### src/bacd_pkg.sv
// shared types and constants for the block average change detector
`timescale 1ns / 1ps

package bacd_pkg;

  // configuration register indexes
  localparam logic [2:0] CFG_FRAME_WIDTH   = 3'd0;
  localparam logic [2:0] CFG_BLOCK_WIDTH   = 3'd1;
  localparam logic [2:0] CFG_BLOCK_HEIGHT  = 3'd2;
  localparam logic [2:0] CFG_BLOCKS_ACROSS = 3'd3;
  localparam logic [2:0] CFG_BLOCKS_DOWN   = 3'd4;
  localparam logic [2:0] CFG_THRESHOLD     = 3'd5;

  // register reset values
  localparam logic [10:0] RST_FRAME_WIDTH   = 11'd320;
  localparam logic [5:0]  RST_BLOCK_WIDTH   = 6'd6;
  localparam logic [5:0]  RST_BLOCK_HEIGHT  = 6'd6;
  localparam logic [6:0]  RST_BLOCKS_ACROSS = 7'd50;
  localparam logic [6:0]  RST_BLOCKS_DOWN   = 7'd31;
  localparam logic [7:0]  RST_THRESHOLD     = 8'd15;

  // register limits
  localparam logic [10:0] MAX_FRAME_WIDTH   = 11'd1024;
  localparam logic [5:0]  MAX_BLOCK_SIDE    = 6'd32;
  localparam logic [6:0]  MAX_BLOCKS_ACROSS = 7'd64;
  localparam logic [6:0]  MAX_BLOCKS_DOWN   = 7'd64;

  // pixel row counter saturates here
  localparam logic [10:0] ROW_LIMIT = 11'd2047;

  // floor(x/3) for x <= 765 is (x*683) >> 11
  localparam logic [9:0] GRAY_RECIP = 10'd683;

  // one quotient bit per divider step
  localparam logic [4:0] DIV_STEPS = 5'd18;

  // commands from the sequencer to the datapath
  typedef struct packed {
    logic accept;
    logic div_col_start;
    logic div_row_start;
    logic div_lvl_start;
    logic load_col;
    logic load_row;
    logic load_lvl;
    logic read;
    logic sum;
    logic advance;
    logic commit;
    logic clear;
  } cmd_t;

  // status from the datapath to the sequencer
  typedef struct packed {
    logic resync;
    logic div_done;
    logic in_grid;
    logic block_last;
    logic change;
    logic out_free;
    logic clear_done;
  } status_t;

endpackage

### src/bacd_ctrl.sv
// sequencer for one pixel transfer at a time
`timescale 1ns / 1ps

module bacd_ctrl import bacd_pkg::*; (
  input  logic    clk,
  input  logic    rst,
  input  logic    s_valid,
  output logic    s_ready,
  input  status_t status,
  output cmd_t    cmd
);

  typedef enum logic [10:0] {
    ST_CLEAR    = 11'b000_0000_0001,
    ST_IDLE     = 11'b000_0000_0010,
    ST_COL_GO   = 11'b000_0000_0100,
    ST_COL_WAIT = 11'b000_0000_1000,
    ST_ROW_GO   = 11'b000_0001_0000,
    ST_ROW_WAIT = 11'b000_0010_0000,
    ST_READ     = 11'b000_0100_0000,
    ST_SUM      = 11'b000_1000_0000,
    ST_LVL_GO   = 11'b001_0000_0000,
    ST_LVL_WAIT = 11'b010_0000_0000,
    ST_CMP      = 11'b100_0000_0000
  } state_t;

  state_t state;
  state_t state_next;

  // state register
  always_ff @(posedge clk) begin
    if (rst) begin
      state <= ST_CLEAR;
    end else begin
      state <= state_next;
    end
  end

  // next state and commands
  always_comb begin
    state_next = state;
    cmd        = '0;
    s_ready    = 1'b0;
    case (state)
      ST_CLEAR: begin
        cmd.clear = 1'b1;
        if (status.clear_done) begin
          state_next = ST_IDLE;
        end
      end
      ST_IDLE: begin
        s_ready = 1'b1;
        if (s_valid) begin
          cmd.accept = 1'b1;
          state_next = status.resync ? ST_COL_GO : ST_READ;
        end
      end
      ST_COL_GO: begin
        cmd.div_col_start = 1'b1;
        state_next        = ST_COL_WAIT;
      end
      ST_COL_WAIT: begin
        if (status.div_done) begin
          cmd.load_col = 1'b1;
          state_next   = ST_ROW_GO;
        end
      end
      ST_ROW_GO: begin
        cmd.div_row_start = 1'b1;
        state_next        = ST_ROW_WAIT;
      end
      ST_ROW_WAIT: begin
        if (status.div_done) begin
          cmd.load_row = 1'b1;
          state_next   = ST_READ;
        end
      end
      ST_READ: begin
        cmd.read   = 1'b1;
        state_next = ST_SUM;
      end
      ST_SUM: begin
        cmd.sum = 1'b1;
        if (status.in_grid && status.block_last) begin
          state_next = ST_LVL_GO;
        end else begin
          cmd.advance = 1'b1;
          state_next  = ST_IDLE;
        end
      end
      ST_LVL_GO: begin
        cmd.div_lvl_start = 1'b1;
        state_next        = ST_LVL_WAIT;
      end
      ST_LVL_WAIT: begin
        if (status.div_done) begin
          cmd.load_lvl = 1'b1;
          state_next   = ST_CMP;
        end
      end
      ST_CMP: begin
        // hold while a changed block waits for the result register
        if (!status.change || status.out_free) begin
          cmd.commit = 1'b1;
          state_next = ST_IDLE;
        end
      end
      default: begin
        state_next = ST_IDLE;
      end
    endcase
  end

endmodule

### config.mk
export PLATFORM = sky130hd
export DESIGN_NAME = bacd_ctrl
export DESIGN_NICKNAME = d
export VERILOG_FILES = /design/src/bacd_pkg.sv /design/src/bacd_ctrl.sv
export SDC_FILE = /design/constraint.sdc
export NUM_CORES = 1
export LEC_CHECK = 0
export ABC_AREA = 1
export BUFFER_PORTS_ARGS = -buffer_cell sky130_fd_sc_hd__buf_2
export CAP_MARGIN = 5
export CORE_MARGIN = 2
export CORE_UTILIZATION = 30
export CTS_CLUSTER_SIZE = 24
export DETAILED_ROUTE_END_ITERATION = 8
export PLACE_DENSITY = 0.5
export SETUP_SLACK_MARGIN = 0.4
export SLEW_MARGIN = 10
export SYNTH_ARGS = -nofsm -noshare
export SYNTH_HDL_FRONTEND = slang
export SYNTH_SLANG_ARGS = --single-unit
### constraint.sdc
create_clock -name clk -period 1.5 [get_ports clk]
set_clock_uncertainty 0.05 [all_clocks]
set_input_delay 0 -clock clk [delete_from_list [all_inputs] [get_ports clk]]
set_output_delay 0 -clock clk [all_outputs]
set_load 0.05 [all_outputs]
==> results of run 1 <==
==> final cells by class <==
class	count	area share
Sequential cell	11	0.151
Clock buffer	4	0.0172
Tap cell	30	0.0245
Multi-Input combinational cell	98	0.390
Inverter	32	0.0957
Timing Repair Buffer	51	0.321
==> worst max path at each step <==
| stage | startpoint | endpoint | slack [ns] | cells after the start |
|---|---|---|---|---|
| finish | state[10] | cmd[6] | -0.08 | 7 |
| global route | state[10] | state[7] | -0.18 | 11 |
| CTS | state[4] | cmd[7] | -0.06 | 7 |
| detailed placement | state[8] | state[2] | -0.02 | 10 |
| global placement | state[8] | state[4] | -0.03 | 10 |
| floorplan | state[9] | state[1] | 0.10 | 9 |
==> cell usage after synthesis, drive strengths merged <==
| cell | number |
|---|---|
| a21oi | 2 |
| and2 | 1 |
| dfxtp | 11 |
| inv | 32 |
| nand2 | 44 |
| nand3 | 9 |
| nand3b | 2 |
| nand4 | 1 |
| nor2 | 34 |
| nor3 | 3 |
| nor3b | 1 |
| o21ai | 1 |
==> report_power, final <==
part           internal (uW)  switching, uW
combinational            237            347
clock                    103            108
sequential               319           23.5
total                    659            478
==> metrics by stage <==
step	cells	util	hold slack, ns	power [uW]
after floorplan	141	-	0.0117	679
after global placement	202	0.438	0.201	782
after global routing	226	0.606	0.0123	1220
after detailed placement	202	0.438	0.198	782
final	226	0.606	-0.0108	1140
after CTS	218	0.563	-0.0182	1110
==> kinds of logic (layout without fill, tap and decap cells) <==
family,Yosys count,in the layout
DFF,11,11
AOI/OAI and AO/OA,3,3
buffers and inverters,32,87
and+or+nand+nor,95,95
==> metal layers <==
layer,global-route usage,vias up,part of all wire
met3,0.0209,2,0.027
met2,0.253,17,0.49
li1,-,527,-
met5,0,-,0
met1,0.204,435,0.48
met4,0.0408,0,0.0056
==> worst max-delay path: stages (launching register included) <==
cell,delay (ns)
dfxtp_2,0.34
nor2_2,0.11
nand2_2,0.11
nor2_4,0.24
nand2_4,0.10
buf_6,0.13
nor2_4,0.08
buf_8,0.15
==> what timing repair did <==
action | in CTS | in global routing
endpoints found under the setup margin | 23 | 24
gates resized for setup | 58 | 16
pin swaps | 17 | 16
hold buffers | 4 | 0
hold endpoints to repair | 6 | 0
buffers inserted | 8 | 8
==> metrics.cfg, run 1 <==
[status]
status = finished with violations
violations = negative hold slack, negative setup slack

[power_and_ir_drop]
p_leak_uw = 0.000809
ir_drop_v = 0.000580
cellPowerDensity_nw_per_um2 = 744

[routing]
drt-initial-drc-count = 16
routed_wl_um = 2320
vias = 981
dr.pass1.iters = 4
ant_nets = 0
vias_per_cell = 4.34
drc_errors = 0
wl_per_cell_um = 10.3

[final_layout]
insertedDiodeCount = 0
top_register = state
postLayoutCellArea_um2 = 1530
reg_top3 = state (11)
layout_commonest_cell = nand2_1
finalNetCount = 207
multi_input_area_um2 = 597
layout_common_cells = 26 x nand2_1, 22 x inv_1, 17 x nor2_1
n_fill_cell = 237
layout-drive-gt1-share = 0.556
largest_reg_flops = 11
layout.area.seq_um2 = 231
area_growth_syn_to_layout_pct = 88.9

[synthesis]
synth.area.top_cells = dfxtp_1 27%, nand2_1 17%, inv_1 14%
synth.area.mux_share = 0
synth_compound_area_frac = 0.0185
syn_nets = 151
yosys_warnings = 0
synth_simple_gate_area_share = 0.561
synth_top_family_by_area = simple AND/OR/NAND/NOR gates
yosys.area.top_type = dfxtp_1
syn_inst = 141
yosysTopAreaCellShare = 0.272
syn_avg_cell_area_um2 = 5.74
ys_ff_latch = 11
synth-adder-area-share = 0
ys_seq_area_frac = 0.272
syn_area_um2 = 810
synth_xor_area_frac = 0
synth.distinct_cells = 19

[worst_setup_path]
rrSetupSlack_ns = -0.06
cp_max_fo = 4
critPathKind = flip-flop to primary output
r2r-start = state[10]
end_kind = primary output
ff2ff_path_depth = 11
worstSetupStartpointType = flip-flop
cp.required_ns = 1.45
r2r_end = state[1]
cp.arrival_ns = 1.53

[placement]
placed_cell_area_um2 = 1100
io_buffers = 22
dp_hpwl_um = 1690
pre_cts_ws_ns = -0.0161
place_congestion = 0.838

[job]
drv_cap = 0

[sta]
setup_viol = 16
finalSetupTns_ns = -0.652
hold_viol_final = 1
fin_crit_sh = 1.05
hold_ws_ns = -0.0108
drv_slew = 0
layout_setup_ws_ns = -0.0768
period_needed_ns = 1.58
slew_headroom = 0.770
worst_pin_slew_ns = 0.345
rsz0062_at_grt = yes
clock.fmax_mhz = 634

[min_path]
hp-class = primary input to flip-flop
hold_path_end = state[0]
min_from = status[0]
hold-path-cell-count = 4

[global_route]
grt.total_usage = 0.151
first_global_vias = 939
gr-total-overflow = 0
grt_pass1_wl_um = 3800
grt_max_degree = 8
antenna_found_initial = 0

[floorplan]
die_area_um2 = 3130
start_util = 0.321
core-area_um2 = 2520
ios = 23
rows = 18
die_y_um = 55.9
die_w_um = 55.9

[clocking]
cts_root_buffer = clkbuf_4
h-tree-depth = 1
insertion_delay_ns = 0.27
clockBufferDepth = 2
cts.sinks = 11
numCtsBuffers = 3
clk_pin_slew_worst_paths_ns = 0.08
cts_tree = done

Note: power is estimated with default switching activity, not from simulation.
==> inputs of run 2 (changes only) <==
==> constraint.sdc (replaced) <==
create_clock -name clk -period 1.85 [get_ports clk]
set_clock_uncertainty 0.05 [all_clocks]
set_input_delay 0 -clock clk [delete_from_list [all_inputs] [get_ports clk]]
set_output_delay 0 -clock clk [all_outputs]
set_load 0.05 [all_outputs]
==> run 2 against run 1 <==
- register-to-register slack gained 0.41 ns
- cell count decreased by 6.6%
- the flow now finishes without violations
- sequential cell count is the same
- utilization shrank 8.0 points
- first-iteration DRC count is 38% higher
- largest cell class unchanged
==> metrics.cfg, run 2 (synthesis results as in run 1) <==
[sta]
hold_viol_final = 0
clock.fmax_mhz = 663
worst_pin_slew_ns = 0.283
setup_viol = 0
drv_slew = 0
period_needed_ns = 1.51
rsz0062_at_grt = yes
slew_headroom = 0.811
fin_crit_sh = 0.816
finalSetupTns_ns = 0

[worst_setup_path]
worstSetupStartpointType = flip-flop
rrSetupSlack_ns = 0.35
cp.arrival_ns = 1.46
critPathKind = flip-flop to primary output
r2r_end = state[4]
r2r-start = state[9]
end_kind = primary output
cp_max_fo = 4
ff2ff_path_depth = 10
cp.required_ns = 1.80
startpoint = state[1]

[clocking]
cts_root_buffer = clkbuf_4
h-tree-depth = 1
numCtsBuffers = 3
cts_tree = done
insertion_delay_ns = 0.26
clk_pin_slew_worst_paths_ns = 0.06
cts.sinks = 11
clockBufferDepth = 2

[final_layout]
stdcell_count = 211
area_growth_syn_to_layout_pct = 64.0
largest_reg_flops = 11
insertedDiodeCount = 0
layout_common_cells = 30 x nand2_1, 26 x inv_1, 19 x nor2_1
reg_top3 = state (11)
finalNetCount = 192
n_fill_cell = 271
multi_input_area_um2 = 594
layout-drive-gt1-share = 0.464
top_register = state
layout_commonest_cell = nand2_1
layout.area.seq_um2 = 233

[global_route]
gr-total-overflow = 0
grt_pass1_wl_um = 3560
antenna_found_initial = 0
grt_max_degree = 8
use_met2 = 0.236
use_met1 = 0.183
met3_usage = 0.0233
first_global_vias = 880
grt-busiest-layer = met2
grt.total_usage = 0.146

[min_path]
hp-class = primary input to flip-flop
hold_path_end = state[10]
min_from = status[1]
hold-path-cell-count = 4

[routing]
drt-initial-drc-count = 22
drc_errors = 0
dr.pass1.iters = 4
wl_per_cell_um = 10.7
ant_nets = 0
vias_per_cell = 4.41
vias = 931
routed_wl_um = 2250

[floorplan]
die_y_um = 55.9
core-area_um2 = 2520
die_w_um = 55.9
ios = 23
start_util = 0.321
rows = 18
die_area_um2 = 3130

[placement]
io_buffers = 22
dp_hpwl_um = 1660
place_congestion = 0.826
dp.cells = 193

[power_and_ir_drop]
power.share.switching = 0.412
ir_drop_v = 0.000399
switchingPower_uw = 360
pwr-share-seq = 0.322
comb_power_share = 0.498
clockPowerShare = 0.180
p_leak_uw = 0.000757
intPower_uw = 513
cellPowerDensity_nw_per_um2 = 658

[status]
status = complete, no violations

[job]
drv_cap = 0

## run 2: cell types whose count changed in the layout (fill, tap and decap cells not counted), sizes merged
cell	delta
buf	-16
dlygate4sd3	+1
clkinvlp	-5
inv	+5
## run 2: per-layer routing
layer  share of wire  vias to the layer above
li1                -                      496
met1            0.43                      407
met2            0.51                       26
met5               0                        -
met3           0.047                        2
met4           0.012                        0
## run 2: worst max-delay path, stage by stage, from the launching register on
cell,delay [ns]
dfxtp_2,0.34
nor2_4,0.13
nand2_4,0.08
nor2_4,0.18
nand2_2,0.10
clkinvlp_4,0.09
nand2_2,0.07
clkinvlp_4,0.08
buf_8,0.13
## run 2: area by class of cell
cell class              count  share of cell area
multi-input cells          98               0.448
repair buffers             36               0.233
flip-flops and latches     11               0.175
inverters                  32              0.0961
well taps                  30              0.0283
clock buffers               4              0.0198
## run 2: worst max path at each step
stage	cells after the start	end
2_1_floorplan	9	state[1]
3_3_place_gp	10	state[6]
3_5_place_dp	10	state[4]
4_1_cts	8	cmd[2]
5_1_grt	10	state[2]
6_report	8	cmd[2]
## run 2: power by group through the flow
| stage | Sequential [uW] | Clock, uW | Combinational (uW) |
|---|---|---|---|
| after floorplan | 275 | 0 | 256 |
| after global placement | 277 | 0 | 319 |
| after detailed placement | 278 | 0 | 320 |
| after CTS | 278 | 166 | 400 |
| after global routing | 284 | 181 | 476 |
| final | 281 | 157 | 435 |
## run 2: through the flow
stage	power (uW)	utilization	hold WS [ns]	setup WS (ns)	cell area, um2
floorplan	531	-	0.0191	0.383	830
global placement	596	0.387	0.210	0.324	977
detailed placement	598	0.387	0.201	0.318	977
CTS	845	0.488	0.0577	0.330	1230
global route	941	0.526	0.105	0.244	1330
finish	873	0.526	0.0727	0.341	1330
## run 2: what timing repair did
item / in CTS / in global routing
setup endpoints to repair: 19 / 21
endpoints found under the hold margin: 6 / 0
pin swaps: 7 / 5
hold buffers: 5 / 0
resized for setup: 41 / 25
buffers inserted: 8 / 1
